### config.mk
export PLATFORM = sky130hd
export DESIGN_NAME = dtc_ram
export DESIGN_NICKNAME = d
export VERILOG_FILES = /design/src/design/dtc_ram.sv
export SDC_FILE = /design/constraint.sdc
export NUM_CORES = 1
export LEC_CHECK = 0
export BUFFER_PORTS_ARGS = -buffer_cell sky130_fd_sc_hd__buf_2
export CAP_MARGIN = 20
export CORE_ASPECT_RATIO = 1.25
export CORE_MARGIN = 3
export CORE_UTILIZATION = 60
export DETAILED_ROUTE_END_ITERATION = 8
export PLACE_DENSITY = 0.9
export SYNTH_ARGS = -nofsm -noshare
export SYNTH_HDL_FRONTEND = slang
export SYNTH_SLANG_ARGS = --single-unit
### constraint.sdc
create_clock -name aclk -period 4.36 [get_ports aclk]
set_clock_uncertainty 0.15 [all_clocks]
set_input_delay 0.218 -clock aclk [delete_from_list [all_inputs] [get_ports aclk]]
set_output_delay 0.218 -clock aclk [all_outputs]
set_load 0.1 [all_outputs]
### src/design/dtc_ram.sv
// Generic simple dual-port RAM: one write port, one read port with registered read.
// Used for the node table and the sample store. No dependencies.
module dtc_ram #(
    parameter int WIDTH = 32,
    parameter int DEPTH = 16
) (
    input  logic                                    aclk,
    input  logic                                    we,
    input  logic [((DEPTH > 1) ? $clog2(DEPTH) : 1)-1:0] waddr,
    input  logic [WIDTH-1:0]                        wdata,
    input  logic                                    re,
    input  logic [((DEPTH > 1) ? $clog2(DEPTH) : 1)-1:0] raddr,
    output logic [WIDTH-1:0]                        rdata
);

    logic [WIDTH-1:0] mem [DEPTH];

    // Write port and registered read port
    always_ff @(posedge aclk) begin
        if (we) begin
            mem[waddr] <= wdata;
        end
        if (re) begin
            rdata <= mem[raddr];
        end
    end

endmodule

==> out/metrics.csv <==
stage,metric,value,unit
clock_network,clkTransAtPathRegs,0.06,ns
synthesis,synth_seq_cells,544,
synthesis,synth_top_family_by_area,multiplexers,
synthesis,synthMuxAreaShare,0.1429,
synthesis,synthSimpleGateAreaFrac,0.01253,
global_routing,grt_pass1_wl,69.99,mm
setup_path,slowest_stage,clkbuf_8,
routing,via_per_inst,6.988,
die,coreArea,32960,um2
die,pin_count,75,
timing,tightestPinTransition,1.149,ns
global_routing,met3_usage,0.05241,
setup_path,arrival,2.29,ns
synthesis,ys_warn_count,0,
global_routing,met1_usage,0.3756,
job,max_cap_viol_count,0,
global_routing,use_met2,0.4417,
routing,via_count,9993,
min_path,min_to,rdata[7]$_DFFE_PP_,
die,initial_utilization,0.6121,
global_routing,busiest_layer,met2,
clock_network,numClockSinks,544,
min_path,min_path_cells,4,
timing,slew_viol_final,0,
global_routing,grt_start_max_net_pins,62,
synthesis,synthXorXnorAreaFrac,0,
clock_network,clockBufferDepth,3,
timing,setup_viol,0,
layout,mostFrequentLayoutCells,"edfxtp_1 (544), mux4_2 (128), buf_2 (72)",
synthesis,netlist_area,20170,um2
global_routing,antenna_found_initial,0,
clock_network,htreeDepth,2,
routing,drc_errors,0,
global_routing,grt_usage,0.2736,
timing,fin_crit_sh,0.4896,
synthesis,syn_nets,881,
setup_path,critPathRequiredTime,4.51,ns
synthesis,syn_avg_cell_area,24.07,um2
routing,drtAntennaViolNets,0,
setup_path,cp_max_fo,61,
synthesis,synthCells,838,
setup_path,path_buf_inv,2,
die,die_w,170.0,um
setup_path,path_class,input pin to flop,
min_path,hold_start,raddr[2],
placement,numPortBuffers,74,
setup_path,crit_family,buffers and inverters,
clock_network,cts_root_buffer,clkbuf_16,
routing,drt_iter0_drc,1580,
setup_path,end_kind,flop,
layout,drive_above_1_share,0.3113,
synthesis,ys_types,17,
routing,finalWirelength,47.83,mm
timing,slew_headroom,0.2321,
clock_network,numCtsBuffers,47,
power,p_per_area,465.9,nW/um2
setup_path,r2r_end,rdata[15]$_DFFE_PP_,
synthesis,synthAdderAreaFrac,0,
setup_path,reg2reg_depth,3,
clock_network,insertion_delay,0.58,ns
layout,fin_util,0.6985,
die,dieArea,35870,um2
synthesis,yosysSeqAreaShare,0.8097,
timing,rsz0062_at_grt,no,
setup_path,cp-start-kind,input pin,
routing,drtPass1Iterations,5,
die,die_h,211.0,um
layout,area_growth,14.13,%
placement,dp_hpwl,24.24,mm
die,num_rows,74,
routing,wire_per_inst,33.45,um
timing,tns,0,ns
setup_path,worst-r2r-setup-slack,2.61,ns
outcome,status,finished clean,
layout,final_nets,1018,
placement,place.gp.congestion,0.7692,
power,irDropWorstVdd,0.2630,mV
timing,fin_crit,2.135,ns
setup_path,reg2reg_from,mem[9][15]$_DFFE_PP_,
setup_path,crit_chain,clkbuf_8 > buf_12 > mux4_2 > a22oi_1 > nand2_1,
timing,hold_viol_final,0,
clock_network,cts_tree,yes,
synthesis,synth_compound_area_frac,0.02382,
global_routing,grt_pass1_vias,10300,
power,leakage,7.375,nW
timing,fmax,468.5,MHz
min_path,hold_class,input pin to flop,
setup_path,cp_slowest_stage_delay,0.61,ns
global_routing,grt_overflow_total,0,
layout,layout_commonest_cell,edfxtp_1,
layout,antenna_cells,0,
-- through the flow --
stage / setup slack (ns) / hold WS, ns / cell area (um2) / total power [mW] / cells
6_report: 2.225 / 0.2114 / 23020 / 10.73 / 1430
5_1_grt: 2.104 / 0.2209 / 23020 / 10.98 / 1430
3_3_place_gp: 1.798 / 0.4251 / 21210 / 6.688 / 1312
4_1_cts: 2.227 / 0.1909 / 23020 / 10.75 / 1430
3_5_place_dp: 1.671 / 0.4394 / 21210 / 6.728 / 1312
2_1_floorplan: 0.8124 / 0.1669 / 20170 / 6.496 / 838
-- synth_stat cells (all sizes together) --
master / number / share of area
buf: 26 / 0.0079
and2: 1 / 0.00031
clkbuf: 17 / 0.0032
mux4: 128 / 0.14
nand3: 1 / 0.00025
nor2: 13 / 0.0024
nand3b: 2 / 0.00074
a22oi: 64 / 0.024
nand2b: 2 / 0.00062
nor2b: 2 / 0.00062
or3b: 1 / 0.00043
nor3: 4 / 0.00099
nand2: 33 / 0.0061
edfxtp: 544 / 0.81
-- worst min-delay path, delay by kind of cell --
family,cells,cell delay (ns)
buffers and inverters,1,0.16
and+or+nand+nor,2,0.19
AOI/OAI and AO/OA,1,0.19
-- area by class of cell --
class	count	area, um2
Fill cell	1787	9937
Clock inverter	28	251.5
Clock buffer	58	1239
Multi-Input combinational cell	251	3749
Tap cell	418	523.0
Sequential cell	544	16340
Timing Repair Buffer	131	927.1
-- logic make-up after synthesis --
group,after synthesis
buffers and inverters,43
AO/OA/AOI/OAI,64
AND/OR/NAND/NOR,59
multiplexers,128
flip-flops,544
-- worst max-delay path by stage --
| stage | depth (start not counted) | start | to | slack, ns |
|---|---|---|---|---|
| after CTS | 5 | raddr[0] | rdata[15]$_DFFE_PP_ | 2.23 |
| after global routing | 5 | raddr[0] | rdata[8]$_DFFE_PP_ | 2.10 |
| after global placement | 5 | raddr[0] | rdata[3]$_DFFE_PP_ | 1.80 |
| after detailed placement | 5 | raddr[0] | rdata[18]$_DFFE_PP_ | 1.67 |
| final | 5 | raddr[0] | rdata[15]$_DFFE_PP_ | 2.23 |
| after floorplan | 2 | waddr[2] | mem[0][0]$_DFFE_PP_ | 0.81 |
-- per-layer routing --
metal | wire length [um] | vias to the layer above | share of wire
met5 | 0 | - | 0
met4 | 2064 | 0 | 0.043
met3 | 5192 | 155 | 0.11
met2 | 24460 | 833 | 0.51
met1 | 16120 | 5117 | 0.34
li1 | - | 3888 | -
-- what timing repair did --
item                      4_1_cts  5_1_grt
hold endpoints to repair      512        0
hold buffers                   32        0
gates resized for setup         0        0
buffers inserted                0        0
-- where the power goes --
part	leakage [nW]	internal (mW)	switching (mW)	total [mW]
Sequential	4.94	5.89	0.0422	5.93
Clock	0.723	2.22	1.85	4.07
Combinational	1.71	0.222	0.504	0.726
Total	7.37	8.33	2.40	10.7
-- flip-flops by register name (all words and copies together), names as in the netlist --
name,flops
mem,512
rdata,32
(Power assumes the default switching activity.)
