## src/design/dtc_pkg.sv

```systemverilog
// Shared types and constants for the decision tree classifier.
// Node entry layout, command codes, register map and register reset values.
// No dependencies.
package dtc_pkg;

    // Command codes carried on s_cmd
    typedef enum logic [1:0] {
        CMD_NODE     = 2'd0,
        CMD_SAMPLE   = 2'd1,
        CMD_CLASSIFY = 2'd2,
        CMD_NONE     = 2'd3
    } cmd_t;

    // Default storage sizes
    localparam int NODE_COUNT_DEF    = 256;
    localparam int FEATURE_SLOTS_DEF = 16;

    // Field widths fixed by the interface
    localparam int NODE_IDX_W = 8;
    localparam int FEAT_SEL_W = 4;
    localparam int VALUE_W    = 32;

    // One node table entry (54 bits)
    typedef struct packed {
        logic                      leaf;
        logic [FEAT_SEL_W-1:0]     feature;
        logic signed [VALUE_W-1:0] threshold;
        logic                      cls;
        logic [NODE_IDX_W-1:0]     left;
        logic [NODE_IDX_W-1:0]     right;
    } node_entry_t;

    localparam int NODE_W = $bits(node_entry_t);

    // Configuration register map
    localparam int CFG_ADDR_W = 3;
    localparam int CFG_DATA_W = 32;
    localparam int CFG_IDX_W  = 1;
    localparam logic [CFG_IDX_W-1:0] REG_FEATURE_COUNT = 1'b0;
    localparam logic [CFG_IDX_W-1:0] REG_WALK_LIMIT    = 1'b1;

    localparam logic [4:0] FEATURE_COUNT_RST = 5'd16;
    localparam logic [7:0] WALK_LIMIT_RST    = 8'd16;

    // Register values seen by the walk sequencer
    typedef struct packed {
        logic [4:0] feature_count;
        logic [7:0] walk_limit;
    } walk_cfg_t;

endpackage

```

## src/design/dtc_cfg.sv

```systemverilog
// APB-style configuration registers: feature_count and walk_limit.
// Depends on dtc_pkg.
module dtc_cfg (
    input  logic                           aclk,
    input  logic                           aresetn,
    input  logic                           psel,
    input  logic                           penable,
    input  logic                           pwrite,
    input  logic [dtc_pkg::CFG_ADDR_W-1:0] paddr,
    input  logic [dtc_pkg::CFG_DATA_W-1:0] pwdata,
    output logic [dtc_pkg::CFG_DATA_W-1:0] prdata,
    output logic                           pready,
    output dtc_pkg::walk_cfg_t             cfg
);
    import dtc_pkg::*;

    logic [4:0]           feature_count_reg;
    logic [7:0]           walk_limit_reg;
    logic [CFG_IDX_W-1:0] reg_idx;
    logic                 wr_en;

    assign pready  = 1'b1;
    assign reg_idx = paddr[2];
    assign wr_en   = psel && penable && pwrite && pready;

    // Register writes
    always_ff @(posedge aclk) begin
        if (!aresetn) begin
            feature_count_reg <= FEATURE_COUNT_RST;
            walk_limit_reg    <= WALK_LIMIT_RST;
        end else if (wr_en) begin
            unique case (reg_idx)
                REG_FEATURE_COUNT: feature_count_reg <= pwdata[4:0];
                REG_WALK_LIMIT:    walk_limit_reg    <= pwdata[7:0];
            endcase
        end
    end

    // Read mux
    always_comb begin
        unique case (reg_idx)
            REG_FEATURE_COUNT: prdata = CFG_DATA_W'(feature_count_reg);
            REG_WALK_LIMIT:    prdata = CFG_DATA_W'(walk_limit_reg);
        endcase
    end

    assign cfg.feature_count = feature_count_reg;
    assign cfg.walk_limit    = walk_limit_reg;

endmodule

```

## config.mk

```make
export PLATFORM = sky130hd
export DESIGN_NAME = dtc_cfg
export DESIGN_NICKNAME = d
export VERILOG_FILES = /design/src/design/dtc_pkg.sv /design/src/design/dtc_cfg.sv
export SDC_FILE = /design/constraint.sdc
export NUM_CORES = 1
export LEC_CHECK = 0
export BUFFER_PORTS_ARGS = -buffer_cell sky130_fd_sc_hd__buf_4
export CAP_MARGIN = 20
export CORE_MARGIN = 8
export CORE_UTILIZATION = 35
export CTS_BUF_LIST = sky130_fd_sc_hd__clkbuf_4
export DETAILED_ROUTE_END_ITERATION = 6
export PLACE_DENSITY = 0.91
export SLEW_MARGIN = 20
export SYNTH_ARGS = -nofsm -noshare
export SYNTH_HDL_FRONTEND = slang
export SYNTH_SLANG_ARGS = --single-unit
```

## constraint.sdc

```tcl
create_clock -name aclk -period 1.3 [get_ports aclk]
set_clock_uncertainty 0.2 [all_clocks]
set_input_delay 0.065 -clock aclk [delete_from_list [all_inputs] [get_ports aclk]]
set_output_delay 0.065 -clock aclk [all_outputs]
set_load 0.03 [all_outputs]
```

==> results_dict.tcl, run 1 <==
set metrics [dict create \
    outcome "completed" \
    gr-usage-all-layers 0.104 \
    path_delay_family "flip-flops" \
    vias 701 \
    fin_area_mm2 0.00121 \
    nets 178 \
    combPwrFrac 0.296 \
    grt_setup_unrepaired "true" \
    crit_buf_inv 1 \
    synth-edff-count 0 \
    switchingPower_mw 0.308 \
    path_clk_slew_ns 0.08 \
    ys_warn_count 0 \
    dieWidth_um 64.6 \
    grt_pass1_wl_um 3490 \
    maxCapViolCount 0 \
    dr.pass1.iters 3 \
    wl_met1_um 704 \
    wl_per_cell_um 13.5 \
    p_clk_frac 0.257 \
    wl_um 2220 \
    hpwlAfterDp_um 1670 \
    die_h_um 64.6 \
    place_area_um2 975 \
    required_ns 1.03 \
    hp-class "input pin to flip-flop" \
    areaGrowthSynthToFinish_pct 46.8 \
    hold_viol 0 \
    async_flop_share 0 \
    slew_viol_final 0 \
    vias_per_cell 4.25 \
    ys.flop_type "dfxtp_1" \
    largest_register_ffs 8 \
    swShare 0.333 \
    netlist_instances 88 \
    drtIter0Drc 15 \
    drc 0 \
    critical_path_class "flip-flop to output port" \
    grt_max_degree 22 \
    fp-row-count 17 \
    seq_area_frac_synth 0.315 \
    drive_above_1_share 0.460 \
    overflow 0 \
    cts_root_buffer "clkbuf_4" \
    globalplace.congestion 0.691 \
    dieArea_mm2 0.00417 \
    met3WireLength_um 222 \
    synth.distinct_cells 14 \
    tritoncts "done" \
    drtAntennaViolNets 0 \
    period_minus_slack_ns 1.28 \
    cp-start-kind "flip-flop" \
    total_power_mw 0.926 \
    setup_viol 0 \
    syn_area_per_cell_um2 9.38 \
    end_kind "output port" \
    worstPathArrival_ns 1.02 \
    synth_common_cells "25 x buf_4, 18 x nand2_1, 13 x dfxtp_1, 13 x mux2i_1, 5 x mux2_2" \
    period_share 0.988 \
    highest_layer "met4" \
    slowest_delay_ns 0.33 \
    yosysTopAreaCell "dfxtp_1" \
    p_leak_nw 0.630 \
    grt_pass1_vias 805 \
    ioPinCount 86 \
    reg2reg_slack_ns 0.31 \
    core_area_mm2 0.00221 \
    antenna_found_initial 0 \
    synth_most_common_cell "buf_4" \
    port_buffers 34 \
    cts_buffer_depth 2 \
    cts.sinks 13 \
    whs_ns 0.0931 \
    met2WireLength_um 1270 \
    p_seq_frac 0.447 \
    p_per_area_mw_per_mm2 764 \
    crit_fanout 3 \
    fillCellCount 216 \
    ys_seq_elements 13 \
    crit_chain "mux2_2 -> buf_6" \
    netlist_area_um2 826 \
    numCtsBuffers 3 \
    max_freq_ghz 0.779 \
    start_util 0.373 \
    diodes 0 \
    crit_slowest_cell "dfxtp_2" \
    ir_drop_uv 441 \
    cts_max_level 1 \
    synthTopCellsByArea "dfxtp_1 32%, buf_4 23%, mux2i_1 16%, nand2_1 8.2%, mux2_2 6.8%" \
    clock_latency_ns 0.27 \
    synth_top_area_share 0.315 \
    internal-power_mw 0.618 \
]
## placed cells by master, fill, tap and decap left out
master	count
nor2b_1	3
dfxtp_2	10
nand2_1	18
nand4b_4	1
buf_4	32
clkbuf_4	3
clkinv_2	1
dfxtp_1	3
buf_6	7
conb_1	25
and4_4	1
and2_2	3
mux2_2	2
mux2i_1	13
dlymetal6s4s_1	1
mux2_4	3
dlygate4sd3_1	11
## metrics by stage
stage,util,cells,TNS [ns],setup WS (ns)
2_1_floorplan,-,111,0,0.221
5_1_grt,0.548,165,-0.0781,-0.0209
6_report,0.548,165,0,0.0160
4_1_cts,0.520,160,0,0.000269
3_5_place_dp,0.441,144,0,0.227
3_3_place_gp,0.441,144,0,0.260
## area by class of cell
type                       instances  area, um2  share of cell area
multi-input combinational         69        435               0.359
clock inverter                     1       5.00             0.00413
clock buffer                       3       22.5              0.0186
sequential                        13        273               0.225
tap                               28       35.0              0.0289
timing repair buffer              51        442               0.364
## logic make-up (layout without fill, tap and decap cells)
family                 Yosys count  in the layout  synth area share
buffers and inverters           29             55             0.276
flip-flops                      13             13             0.315
multiplexers                    18             18             0.226
other                            2             25           0.00909
AND/OR/NAND/NOR                 26             26             0.174
## per-layer routing
metal  track usage  vias up
met2         0.205       35
met5             0        -
met4        0.0272        0
met1        0.0842      330
li1              -      334
met3        0.0601        2
## worst register-to-register path, cell delays in order (launching register included)
cell and delay, ns:
dfxtp_2 0.33, buf_4 0.13, nor2b_1 0.13, mux2i_1 0.09
## worst paths after layout
path,start,endpoint,cells past startpoint
max,walk_limit_reg[2],prdata[2],2
min,paddr[2],feature_count_reg[3],3
max reg2reg,feature_count_reg[4],feature_count_reg[4],3
min reg2reg,walk_limit_reg[2],walk_limit_reg[2],2
## power groups by stage
stage / Combinational [mW] / Clock (mW) / Sequential [mW]
3_5_place_dp: 0.229 / 0 / 0.423
6_report: 0.274 / 0.238 / 0.414
2_1_floorplan: 0.212 / 0 / 0.439
3_3_place_gp: 0.225 / 0 / 0.421
5_1_grt: 0.292 / 0.278 / 0.415
4_1_cts: 0.261 / 0.254 / 0.414
## repair_timing
action,4_1_cts,5_1_grt
setup buffers,0,5
hold buffers,12,0
setup endpoints to repair,5,6
pin swaps,0,1
endpoints found under the hold margin,13,0
resized for setup,12,9
Power figures use the tool's default switching activity.
==> inputs of run 2 (changes only) <==
Settings changed: CORE_UTILIZATION 35 to 25, PLACE_DENSITY 0.91 to 0.63.
==> run 2 against run 1 <==
Compared with the run above: register-to-register slack improved by 0.10 ns; final area grew 2.9%; hold slack gained 0.011 ns; fmax shrank 0.15%; combinational power is essentially flat; via count is 3.3% lower; total power increased by 5.2%; largest power group unchanged; count of clock-buffer cells in the layout up 1; critical path depth stayed put; utilization fell by 17 points; worst setup slack lost 0.0019 ns.
==> results_dict.tcl, run 2 (synthesis results as in run 1) <==
set metrics [dict create \
    grt_max_degree 22 \
    swShare 0.338 \
    clock_latency_ns 0.28 \
    overflow 0 \
    cp-start-kind "flip-flop" \
    cts_max_level 1 \
    hpwlAfterDp_um 1640 \
    port_buffers 34 \
    r2r-end "feature_count_reg[2]" \
    vias_per_cell 3.68 \
    gr-usage-all-layers 0.0794 \
    period_share 0.989 \
    outcome "completed" \
    hold_depth 3 \
    grt_pass1_vias 722 \
    setup_viol 0 \
    hold_viol 0 \
    stdcell_count 184 \
    grt_setup_unrepaired "true" \
    vias 678 \
    period_minus_slack_ns 1.29 \
    maxCapViolCount 0 \
    end_kind "output port" \
    worstPathArrival_ns 1.02 \
    r2r-start "feature_count_reg[2]" \
    combPwrFrac 0.282 \
    cts.sinks 13 \
    final_core_util 0.383 \
    grt_pass1_wl_um 3280 \
    antenna_found_initial 0 \
    areaGrowthSynthToFinish_pct 51.1 \
    fp-row-count 21 \
    dr.pass1.iters 4 \
    largest_register_ffs 8 \
    reg2reg_depth 3 \
    core_area_mm2 0.00326 \
    placed_cells 162 \
    layout_common_cells "33 x buf_4, 25 x conb_1, 18 x nand2_1, 13 x mux2i_1" \
    holdCritStartpoint "paddr[2]" \
    slew_viol_final 0 \
    p_seq_frac 0.425 \
    final_common_cell "buf_4" \
    path_clk_slew_ns 0.09 \
    numCtsBuffers 3 \
    crit_fanout 3 \
    ir_drop_uv 321 \
    max_freq_ghz 0.778 \
    switchingPower_mw 0.329 \
    globalplace.congestion 0.622 \
    reg2reg_slack_ns 0.41 \
    hp-class "input pin to flip-flop" \
    internal-power_mw 0.645 \
    required_ns 1.03 \
    dieWidth_um 73.5 \
    ioPinCount 86 \
    critical_path_class "flip-flop to output port" \
    wl_per_cell_um 12.2 \
    nets 179 \
    p_clk_frac 0.294 \
    fin_area_mm2 0.00125 \
    p_leak_nw 0.643 \
    drtIter0Drc 13 \
    place_area_um2 997 \
    drtAntennaViolNets 0 \
    die_h_um 73.5 \
    cts_buffer_depth 2 \
    wl_um 2250 \
    drive_above_1_share 0.464 \
    tritoncts "done" \
    dieArea_mm2 0.00540 \
    diodes 0 \
    p_per_area_mw_per_mm2 781 \
    start_util 0.253 \
    drc 0 \
    worstHoldEndpoint "feature_count_reg[4]" \
    cts_root_buffer "clkbuf_4" \
]
[run 2: repair_timing]
item,4_1_cts,5_1_grt
hold buffers,12,0
setup endpoints to repair,5,6
pin swaps,0,1
gates resized for setup,14,8
setup buffers,1,5
hold endpoints to repair,13,0
[run 2: worst max-delay path by stage]
stage	from	end	slack, ns	cells past startpoint
after floorplan	walk_limit_reg[4]	prdata[4]	0.22	1
after global placement	paddr[2]	walk_limit_reg[7]	0.25	3
after detailed placement	paddr[2]	walk_limit_reg[0]	0.22	3
after CTS	feature_count_reg[0]	prdata[0]	0.0003	2
after global routing	walk_limit_reg[4]	prdata[4]	-0.03	2
final	feature_count_reg[4]	prdata[4]	0.01	2
[run 2: layout make-up]
type | instances | area (um2)
timing repair buffer | 52 | 452
multi-input combinational | 69 | 435
clock buffer | 4 | 30.0
tap | 46 | 57.6
sequential | 13 | 273
fill | 352 | 2010
[run 2: metrics by stage]
stage	hold WS (ns)	power [mW]	TNS [ns]	worst slack, ns
after floorplan	0.00723	0.651	0	0.221
after global placement	0.127	0.648	0	0.250
after detailed placement	0.134	0.652	0	0.216
after CTS	0.106	0.971	0	0.000323
after global routing	0.123	1.03	-0.0991	-0.0277
final	0.104	0.974	0	0.0140
[run 2: critical path, stage by stage (launching register included)]
cell and delay [ns]:
dfxtp_2 0.34, mux2_2 0.26, buf_6 0.14
[run 2: metal layers]
| layer | track usage | up-vias | wire length, um |
|---|---|---|---|
| met4 | 0.0333 | 0 | 0 |
| met5 | 0 | - | 0 |
| met3 | 0.0437 | 0 | 277 |
| met2 | 0.132 | 34 | 1100 |
| met1 | 0.0802 | 312 | 864 |
| li1 | - | 332 | - |
[run 2: power by group through the flow]
stage	logic, mW	clock network [mW]	registers [mW]
after floorplan	0.212	0	0.439
after global placement	0.226	0	0.422
after detailed placement	0.230	0	0.422
after CTS	0.264	0.293	0.414
after global routing	0.292	0.319	0.415
final	0.275	0.286	0.414
