--- config.mk ---
export PLATFORM = sky130hd
export DESIGN_NAME = dtc_walk
export DESIGN_NICKNAME = d
export VERILOG_FILES = /design/src/design/dtc_pkg.sv /design/src/design/dtc_walk.sv
export SDC_FILE = /design/constraint.sdc
export NUM_CORES = 1
export LEC_CHECK = 0
export BUFFER_PORTS_ARGS = -buffer_cell sky130_fd_sc_hd__clkbuf_2
export CAP_MARGIN = 20
export CORE_UTILIZATION = 49
export CTS_CLUSTER_DIAMETER = 100
export DETAILED_ROUTE_END_ITERATION = 7
export PLACE_DENSITY = 0.95
export SLEW_MARGIN = 20
export SYNTH_ARGS = -nofsm -noshare
export SYNTH_HDL_FRONTEND = slang
export SYNTH_SLANG_ARGS = --single-unit
--- constraint.sdc ---
create_clock -name aclk -period 4.3 [get_ports aclk]
set_input_delay 0.43 -clock aclk [delete_from_list [all_inputs] [get_ports aclk]]
set_output_delay 0.43 -clock aclk [all_outputs]
set_load 0.005 [all_outputs]
--- src/design/dtc_pkg.sv ---
// Shared types and constants for the decision tree classifier.
// Node entry layout, command codes, register map and register reset values.
// No dependencies.
package dtc_pkg;

    // Command codes carried on s_cmd
    typedef enum logic [1:0] {
        CMD_NODE     = 2'd0,
        CMD_SAMPLE   = 2'd1,
        CMD_CLASSIFY = 2'd2,
        CMD_NONE     = 2'd3
    } cmd_t;

    // Default storage sizes
    localparam int NODE_COUNT_DEF    = 256;
    localparam int FEATURE_SLOTS_DEF = 16;

    // Field widths fixed by the interface
    localparam int NODE_IDX_W = 8;
    localparam int FEAT_SEL_W = 4;
    localparam int VALUE_W    = 32;

    // One node table entry (54 bits)
    typedef struct packed {
        logic                      leaf;
        logic [FEAT_SEL_W-1:0]     feature;
        logic signed [VALUE_W-1:0] threshold;
        logic                      cls;
        logic [NODE_IDX_W-1:0]     left;
        logic [NODE_IDX_W-1:0]     right;
    } node_entry_t;

    localparam int NODE_W = $bits(node_entry_t);

    // Configuration register map
    localparam int CFG_ADDR_W = 3;
    localparam int CFG_DATA_W = 32;
    localparam int CFG_IDX_W  = 1;
    localparam logic [CFG_IDX_W-1:0] REG_FEATURE_COUNT = 1'b0;
    localparam logic [CFG_IDX_W-1:0] REG_WALK_LIMIT    = 1'b1;

    localparam logic [4:0] FEATURE_COUNT_RST = 5'd16;
    localparam logic [7:0] WALK_LIMIT_RST    = 8'd16;

    // Register values seen by the walk sequencer
    typedef struct packed {
        logic [4:0] feature_count;
        logic [7:0] walk_limit;
    } walk_cfg_t;

endpackage

--- src/design/dtc_walk.sv ---
// Tree walk sequencer: one shared signed comparator stepped over the nodes,
// driving the read ports of the node table and sample store, plus the result register.
// Depends on dtc_pkg.
module dtc_walk #(
    parameter int NODE_COUNT    = dtc_pkg::NODE_COUNT_DEF,
    parameter int FEATURE_SLOTS = dtc_pkg::FEATURE_SLOTS_DEF
) (
    input  logic                                   aclk,
    input  logic                                   aresetn,
    input  dtc_pkg::walk_cfg_t                     cfg,
    // input item handshake
    input  logic                                   s_valid,
    input  logic [1:0]                             s_cmd,
    output logic                                   s_ready,
    // node table read port
    output logic                                   node_re,
    output logic [$clog2(NODE_COUNT)-1:0]          node_raddr,
    input  logic [dtc_pkg::NODE_W-1:0]             node_rdata,
    // sample store read port
    output logic                                   sample_re,
    output logic [((FEATURE_SLOTS > 1) ? $clog2(FEATURE_SLOTS) : 1)-1:0] sample_raddr,
    input  logic signed [dtc_pkg::VALUE_W-1:0]     sample_rdata,
    // result channel
    output logic                                   m_valid,
    input  logic                                   m_ready,
    output logic                                   m_pred_class,
    output logic                                   m_walk_error
);
    import dtc_pkg::*;

    localparam int NODE_AW   = $clog2(NODE_COUNT);
    localparam int SAMPLE_AW = (FEATURE_SLOTS > 1) ? $clog2(FEATURE_SLOTS) : 1;

    typedef enum logic [1:0] {
        S_IDLE,
        S_EVAL,
        S_CMP,
        S_RESULT
    } state_t;

    state_t      state_reg, state_next;
    logic [7:0]  moves_reg, moves_next;
    logic        res_class_reg, res_class_next;
    logic        res_err_reg, res_err_next;
    logic        m_valid_reg, m_valid_next;
    logic        m_class_reg, m_class_next;
    logic        m_err_reg, m_err_next;

    node_entry_t           node;
    logic [31:0]           feat_wide;
    logic [31:0]           child_wide;
    logic [NODE_IDX_W-1:0] child;
    logic                  below;
    logic                  feat_bad;
    logic                  child_absent;

    assign node = node_entry_t'(node_rdata);

    // Shared compare unit and child selection
    assign below        = sample_rdata < node.threshold;
    assign child        = below ? node.left : node.right;
    assign child_wide   = 32'(child);
    assign child_absent = (child == '0) || (child_wide >= 32'(NODE_COUNT));
    assign feat_wide    = 32'(node.feature);
    assign feat_bad     = (5'(node.feature) >= cfg.feature_count)
                       || (feat_wide >= 32'(FEATURE_SLOTS));

    assign node_raddr   = (state_reg == S_CMP) ? child_wide[NODE_AW-1:0] : '0;
    assign sample_raddr = feat_wide[SAMPLE_AW-1:0];

    assign s_ready      = (state_reg == S_IDLE);
    assign m_valid      = m_valid_reg;
    assign m_pred_class = m_class_reg;
    assign m_walk_error = m_err_reg;

    // Sequencer next state
    always_comb begin
        state_next     = state_reg;
        moves_next     = moves_reg;
        res_class_next = res_class_reg;
        res_err_next   = res_err_reg;
        m_valid_next   = m_valid_reg && !m_ready;
        m_class_next   = m_class_reg;
        m_err_next     = m_err_reg;
        node_re        = 1'b0;
        sample_re      = 1'b0;
        unique case (state_reg)
            S_IDLE: begin
                // loads are written by the top level; a classify fetches the root
                if (s_valid && (s_cmd == CMD_CLASSIFY)) begin
                    node_re    = 1'b1;
                    moves_next = '0;
                    state_next = S_EVAL;
                end
            end
            S_EVAL: begin
                res_class_next = node.cls;
                if (node.leaf) begin
                    res_err_next = 1'b0;
                    state_next   = S_RESULT;
                end else if (feat_bad) begin
                    res_err_next = 1'b1;
                    state_next   = S_RESULT;
                end else begin
                    sample_re  = 1'b1;
                    state_next = S_CMP;
                end
            end
            S_CMP: begin
                if (child_absent) begin
                    res_err_next = 1'b0;
                    state_next   = S_RESULT;
                end else if (moves_reg >= cfg.walk_limit) begin
                    res_err_next = 1'b1;
                    state_next   = S_RESULT;
                end else begin
                    moves_next = moves_reg + 8'd1;
                    node_re    = 1'b1;
                    state_next = S_EVAL;
                end
            end
            S_RESULT: begin
                // hand over once the output register is free
                if (!m_valid_reg || m_ready) begin
                    m_valid_next = 1'b1;
                    m_class_next = res_class_reg;
                    m_err_next   = res_err_reg;
                    state_next   = S_IDLE;
                end
            end
        endcase
    end

    // State and registered outputs
    always_ff @(posedge aclk) begin
        moves_reg     <= moves_next;
        res_class_reg <= res_class_next;
        res_err_reg   <= res_err_next;
        m_class_reg   <= m_class_next;
        m_err_reg     <= m_err_next;
        if (!aresetn) begin
            state_reg   <= S_IDLE;
            m_valid_reg <= 1'b0;
        end else begin
            state_reg   <= state_next;
            m_valid_reg <= m_valid_next;
        end
    end

endmodule

==> results.yml, run 1 <==
setup_path:
  cp_data_required_time_ns: 3.87
  critical_path_buf_inv_count: 3
  critical_path.most_common_cell: "clkbuf_2"
  worst_path_largest_cell_delay_ns: 0.42
  crit_path_cell_trace: "clkbuf_2 > inv_1 > ha_1 > nand4_2 > nor4_2 > nor2_1 > o211a_1 > a211o_1 > nor3_2 > a22o_1 > clkbuf_2"
  worst_setup_path_start_kind: "primary input"
  crit_type: "in2out"
  path_delay_family: "simple AND/OR/NAND/NOR gates"
  ff2ff_setup_slack_ns: 1.75
  timing.critical_path.arrival_ns: 2.63
  ff2ff_path_depth: 9
  r2r-end: "moves_reg[4]$_SDFFCE_PN0P_"
  worstSetupEndpointType: "output port"
  cp_slowest_cell: "ha_1"
  cp_max_fo: 4
  crit-reg2reg-launch: "moves_reg[0]$_SDFFCE_PN0P_"
logic_synthesis:
  synth_compound_area_share_pct: 16.6
  syn_area_um2: 2150
  synth_simple_gate_area_share_pct: 18.5
  most_used_dff_post_synth: "edfxtp_1"
  ys_seq_area_share_pct: 19.5
  synth.top_cells.by_area: "ha_1 (28%), edfxtp_1 (17%), inv_1 (8.7%), mux2i_1 (4.6%), nor2_1 (4.5%)"
  synthesis_stage_register_bit_count: 15
  postSynthNetCount: 414
  mean_cell_area_of_the_mapped_netlist_um2: 8.26
  synth_largest_area_cell: "ha_1"
  post_synth_edffs: 12
  synth_cell_types: 48
  syn-instance-count: 261
  yosys.area_share.adder_pct: 27.9
  synthXorXnorAreaFrac_pct: 2.44
  synth.mux.area_fraction_pct: 4.65
  synthesis.yosys.warnings: 0
  synth_top_cell_area_share_pct: 27.9
  synth_top_family_by_area: "adder cells"
  async_flop_share_pct: 0
finish:
  layout_commonest_cell: "clkbuf_2"
  finish.cell_count_without_fillers: 432
  num-fill-cells: 329
  area_growth_syn_to_layout_pct: 31.8
  largest_register_ffs: 8
  multi_input_gate_area_in_the_final_layout_um2: 1510
  diodes: 0
  sequential_cell_area_um2: 420
  mostFrequentLayoutCells: "clkbuf_2 (122), inv_1 (50), ha_1 (48), nor2_1 (26), a21oi_1 (13)"
  post_route_cells_drive_above_1_share_pct: 35.1
  numnets_final: 536
global_routing:
  grt_first_pass_wirelength_mm: 7.71
  grt_overflow: 0
  grt_use_total_pct: 21.6
  largest_net_degree_at_the_start_of_global_routing: 18
  vias_in_the_first_global_route: 1999
  number_of_antenna_violations_at_the_first_check_in_global_routing: 0
power_and_ir_drop:
  p_int_mw: 0.462
  seq_power_share_pct: 34.1
  power.density_cell_area_nw_per_um2: 266
  power.static_leakage_nw: 1.63
  p_switching_mw: 0.292
  share_clk_of_total_power_pct: 15.1
  comb_power_share_pct: 50.8
  p_sw_share_pct: 38.7
  irDropWorstVdd_mv: 0.204
clocking:
  worstSkewPairLatency_ns: 0.25
  sink_count_of_the_clock_tree: 15
  cts-htree-levels: 1
  cts.reportedPaths.clkPinSlew_ns: 0.06
  cts_max_path_buffers: 2
  tritoncts: "built"
  post-cts-setup-buffer-count: 0
  resized_cells_post_cts: 0
  cts-root-buf: "clkbuf_8"
  cts_inserted_buffers: 3
  ctsHoldBuffers: 0
detailed_routing:
  num_vias: 2257
  drcViolationCount: 0
  post_drt_wl_per_cell_um: 11.8
  detail_route.vias_per_cell: 5.22
  drt_iter0_markers: 53
  total_wire_length_after_detailed_routing_mm: 5.09
  antenna_left: 0
  drt_pass1_iterations: 5
floorplan:
  floorplan.die.width_um: 68.3
  effective_utilization_at_floorplan_pct: 52.4
  core-area_um2: 4120
  design.portCount: 123
  dieArea_um2: 4670
  placementRows: 23
  die_height_um: 68.3
placement:
  dpl_worst_slack_ns: 1.26
  portBuffers: 122
  dp_hpwl_mm: 4.60
  numPlacedInstances: 428
  gp_congestion: 0.837
worst_hold_path:
  worst_hold_path_type: "in2reg"
  min_to: "res_class_reg$_DFFE_PP_"
  worst_hold_path_depth: 1
  hold_path.startpoint: "node_rdata[16]"
sta:
  finalCritPeriodShare_pct: 71.2
  finalSetupViolCount: 0
  hold_slack_ns: 0.365
  final.min_clock_period_ns: 3.06
  final.setup.worst_slack_ns: 1.24
  grt_setup_unrepaired: "false"
  timing.final.hold_violations: 0
  final.setup.tns_ns: 0
  slew-limit-headroom_pct: 69.3
  final.setup_skew_ns: 0.00605
  maxClockFrequency_mhz: 327
  tightestPinTransition_ns: 0.458
  timing.final.max_slew_violations: 0
outcome:
  outcome: "finished, final reports clean"
job:
  drv_cap: 0
[metal layers]
layer  share of wire, %  global-route usage [%]  up-vias
met3                6.8                    4.00        6
met4               0.81                    4.17        0
met5                  0                       0        -
li1                   -                       -     1154
met2                 53                    44.5       95
met1                 39                    21.9     1002
[worst max-delay path by stage]
stage                    from                          to  slack, ns  depth (start not counted)
2_1_floorplan  node_rdata[31]  moves_reg[0]$_SDFFCE_PN0P_       1.67                          9
3_3_place_gp   node_rdata[48]                     node_re       1.28                         11
3_5_place_dp   node_rdata[48]                     node_re       1.26                         11
4_1_cts        node_rdata[48]                     node_re       1.25                         11
5_1_grt        node_rdata[48]                     node_re       1.07                         11
6_report       node_rdata[48]                     node_re       1.24                         11
[logic make-up after synthesis]
logic type      Yosys count
compound gates           51
xor+xnor                  6
fa+ha+maj                48
buf+inv                  56
flops                    15
mux                      10
simple gates             75
[power groups by stage]
| stage | Combinational, mW | Clock (mW) | Sequential (mW) |
|---|---|---|---|
| after floorplan | 0.263 | 0 | 0.247 |
| after global placement | 0.366 | 0 | 0.257 |
| after detailed placement | 0.383 | 0 | 0.260 |
| after CTS | 0.385 | 0.117 | 0.257 |
| after global routing | 0.438 | 0.122 | 0.264 |
| final | 0.383 | 0.114 | 0.258 |
[worst reg2reg max path, stage by stage, from the launching register on]
cell and delay, ns:
edfxtp_1 0.43, inv_1 0.09, ha_1 0.21, nand2b_1 0.14, a21o_1 0.18, a21oi_1 0.12, o21ai_0 0.11, a31o_1 0.25
nor3_2 0.27, o21a_1 0.40
[area by class of cell]
type / instances / share of cell area (%)
sequential: 15 / 14.8
clock buffer: 3 / 1.45
inverter: 51 / 6.74
multi-input combinational: 190 / 53.1
tap: 50 / 2.20
timing repair buffer: 122 / 21.5
clock inverter: 1 / 0.176
[stage by stage]
step           total power [mW]  utilization, %  cell area, um^2
2_1_floorplan             0.510               -             2150
3_3_place_gp              0.624            67.9             2790
3_5_place_dp              0.642            67.9             2790
4_1_cts                   0.759            69.0             2840
5_1_grt                   0.825            69.0             2840
6_report                  0.754            69.0             2840
[cells in the mapped netlist (4+ instances only)]
| master | instances |
|---|---|
| nand2b_1 | 4 |
| inv_1 | 50 |
| o21ai_0 | 10 |
| a21o_1 | 6 |
| ha_1 | 48 |
| nor4_1 | 4 |
| nand3_1 | 9 |
| nand4_1 | 5 |
| edfxtp_1 | 12 |
| xor2_1 | 4 |
| nor2_1 | 26 |
| nand2_1 | 9 |
| a21oi_1 | 13 |
| buf_4 | 4 |
| mux2i_1 | 10 |
No activity file was read; power rests on OpenSTA's default activity.
==> inputs of run 2 (changes only) <==
- ABC_AREA: default -> 1
- CORE_UTILIZATION: 49 -> 46
- PLACE_DENSITY: 0.95 -> 0.9
- clock period: 4.3 -> 3.1 ns (I/O delays scaled with it)
==> results.yml, run 2 <==
power_and_ir_drop:
  share_clk_of_total_power_pct: 14.4
  p_sw_share_pct: 42.3
  power.density_cell_area_nw_per_um2: 386
  power.static_leakage_nw: 1.82
  p_switching_mw: 0.477
  irDropWorstVdd_mv: 0.178
  p_int_mw: 0.650
  comb_power_share_pct: 53.0
  seq_power_share_pct: 32.6
  p_total_mw: 1.13
sta:
  grt_setup_unrepaired: "false"
  slew-limit-headroom_pct: 61.9
  tightestPinTransition_ns: 0.570
  final.setup.worst_slack_ns: 0.317
  final.min_clock_period_ns: 2.78
  finalCritPeriodShare_pct: 89.8
  timing.final.max_slew_violations: 0
  finalSetupViolCount: 0
  hold_slack_ns: 0.233
  maxClockFrequency_mhz: 359
  final.setup_skew_ns: 0.00196
  timing.final.hold_violations: 0
  final.setup.tns_ns: 0
detailed_routing:
  post_drt_wl_per_cell_um: 11.0
  num_vias: 2469
  drt_pass1_iterations: 5
  drt_iter0_markers: 75
  detail_route.vias_per_cell: 4.97
  total_wire_length_after_detailed_routing_mm: 5.49
  antenna_left: 0
  drcViolationCount: 0
global_routing:
  number_of_antenna_violations_at_the_first_check_in_global_routing: 0
  vias_in_the_first_global_route: 2341
  largest_net_degree_at_the_start_of_global_routing: 14
  grt_overflow: 0
  grt_use_total_pct: 21.6
  grt_first_pass_wirelength_mm: 8.89
setup_path:
  worstSetupEndpointType: "output port"
  critical_path_buf_inv_count: 3
  crit_type: "in2out"
  timing.critical_path.arrival_ns: 2.47
  path_delay_family: "simple AND/OR/NAND/NOR gates"
  cp_slowest_cell: "ha_1"
  cp_data_required_time_ns: 2.79
  cp_max_fo: 5
  critical_path.most_common_cell: "nand2_1"
  worst_setup_path_start_kind: "primary input"
  crit_path_cell_trace: "clkbuf_2 > inv_1 > ha_1 > nand2_1 > nor2_1 > nor2_1 > nand3_1 > a21oi_4 > nand2_2 > nand2_1 > nand3_1 > nand2_1 > nand2_1 > nor2_2 > nand2_1 > nand3_1 > o21ai_0 > clkbuf_2"
  worst_path_largest_cell_delay_ns: 0.37
logic_synthesis:
  synthesis_stage_register_bit_count: 15
  synthesis.yosys.warnings: 0
  async_flop_share_pct: 0
  yosys-top-cells-count: "inv_1 (83), nand2_1 (58), ha_1 (48)"
  post_synth_edffs: 12
  synth_top_cell_area_share_pct: 26.9
  synth.top_cells.by_area: "ha_1 (27%), edfxtp_1 (16%), inv_1 (14%), nand2_1 (9.7%), a21oi_1 (6.0%)"
  synth_largest_area_cell: "ha_1"
  synth_cell_types: 29
  postSynthNetCount: 478
  syn_area_um2: 2230
  mean_cell_area_of_the_mapped_netlist_um2: 6.88
  syn-instance-count: 325
  most_used_dff_post_synth: "edfxtp_1"
  yosysMostFrequentCell: "inv_1"
  ys_seq_area_share_pct: 18.8
placement:
  gp_congestion: 0.826
  dp_hpwl_mm: 4.99
  dpl_worst_slack_ns: 0.216
  portBuffers: 122
finish:
  layout_commonest_cell: "clkbuf_2"
  largest_register_ffs: 8
  area_growth_syn_to_layout_pct: 30.6
  diodes: 0
  post_route_cells_drive_above_1_share_pct: 31.5
  numnets_final: 599
  num-fill-cells: 392
  mostFrequentLayoutCells: "clkbuf_2 (122), inv_1 (83), nand2_1 (58), ha_1 (48), a21oi_1 (27)"
clocking:
  ctsHoldBuffers: 0
  worstSkewPairLatency_ns: 0.25
  sink_count_of_the_clock_tree: 15
  tritoncts: "built"
  cts.reportedPaths.clkPinSlew_ns: 0.06
  resized_cells_post_cts: 0
  cts_inserted_buffers: 3
  post-cts-setup-buffer-count: 0
  cts-root-buf: "clkbuf_8"
  cts-htree-levels: 1
  cts_max_path_buffers: 2
outcome:
  outcome: "finished, final reports clean"
floorplan:
  dieArea_um2: 5140
  design.portCount: 123
  floorplan.die.width_um: 71.7
  placementRows: 24
  die_height_um: 71.7
  core-area_um2: 4500
  effective_utilization_at_floorplan_pct: 49.6
worst_hold_path:
  worst_hold_path_type: "in2reg"
job:
  drv_cap: 0
## run 2: worst paths after layout
path,startpoint,end,slack [ns],depth (start not counted)
setup / recovery,node_rdata[48],node_re,0.32,18
hold / removal,node_rdata[16],res_class_reg$_DFFE_PP_,0.23,1
setup reg to reg,moves_reg[1]$_SDFFCE_PN0P_,moves_reg[2]$_SDFFCE_PN0P_,0.85,8
hold reg to reg,res_class_reg$_DFFE_PP_,m_pred_class$_DFFE_PP_,0.42,0
## run 2: power by group through the flow
stage / sequential, mW / clock (mW) / combinational [mW]
detailed placement: 0.371 / 0 / 0.594
global route: 0.375 / 0.169 / 0.690
global placement: 0.368 / 0 / 0.565
CTS: 0.367 / 0.161 / 0.599
finish: 0.368 / 0.162 / 0.598
floorplan: 0.355 / 0 / 0.413
## run 2: routing by layer
metal	vias up	global-route usage, %	part of all wire [%]
li1	1274	-	-
met1	1084	19.9	37
met2	97	43.6	54
met3	14	5.20	6.8
met4	0	10.0	2.7
met5	-	0	0
## run 2: logic make-up (layout without fill, tap and decap cells)
| family | after synthesis | in the layout | share of synthesized area, % |
|---|---|---|---|
| fa+ha+maj | 48 | 48 | 26.9 |
| flops | 15 | 15 | 18.8 |
| xor+xnor | 1 | 1 | 0.392 |
| simple gates | 127 | 127 | 26.9 |
| compound gates | 45 | 45 | 11.3 |
| buf+inv | 89 | 209 | 15.7 |
## run 2: metrics by stage
stage / util (%) / area, um^2 / cells
floorplan: - / 2230 / 325
global placement: 63.7 / 2870 / 493
detailed placement: 63.7 / 2870 / 493
CTS: 64.8 / 2920 / 497
global route: 64.8 / 2920 / 497
finish: 64.8 / 2920 / 497
## run 2: area by class of cell
class / count / area, um^2 / area share (%)
multi-input combinational: 221 / 1460 / 50.2
timing repair buffer: 122 / 611 / 20.9
sequential: 15 / 420 / 14.4
inverter: 83 / 312 / 10.7
tap: 52 / 65.1 / 2.23
clock buffer: 3 / 41.3 / 1.42
clock inverter: 1 / 5.00 / 0.172
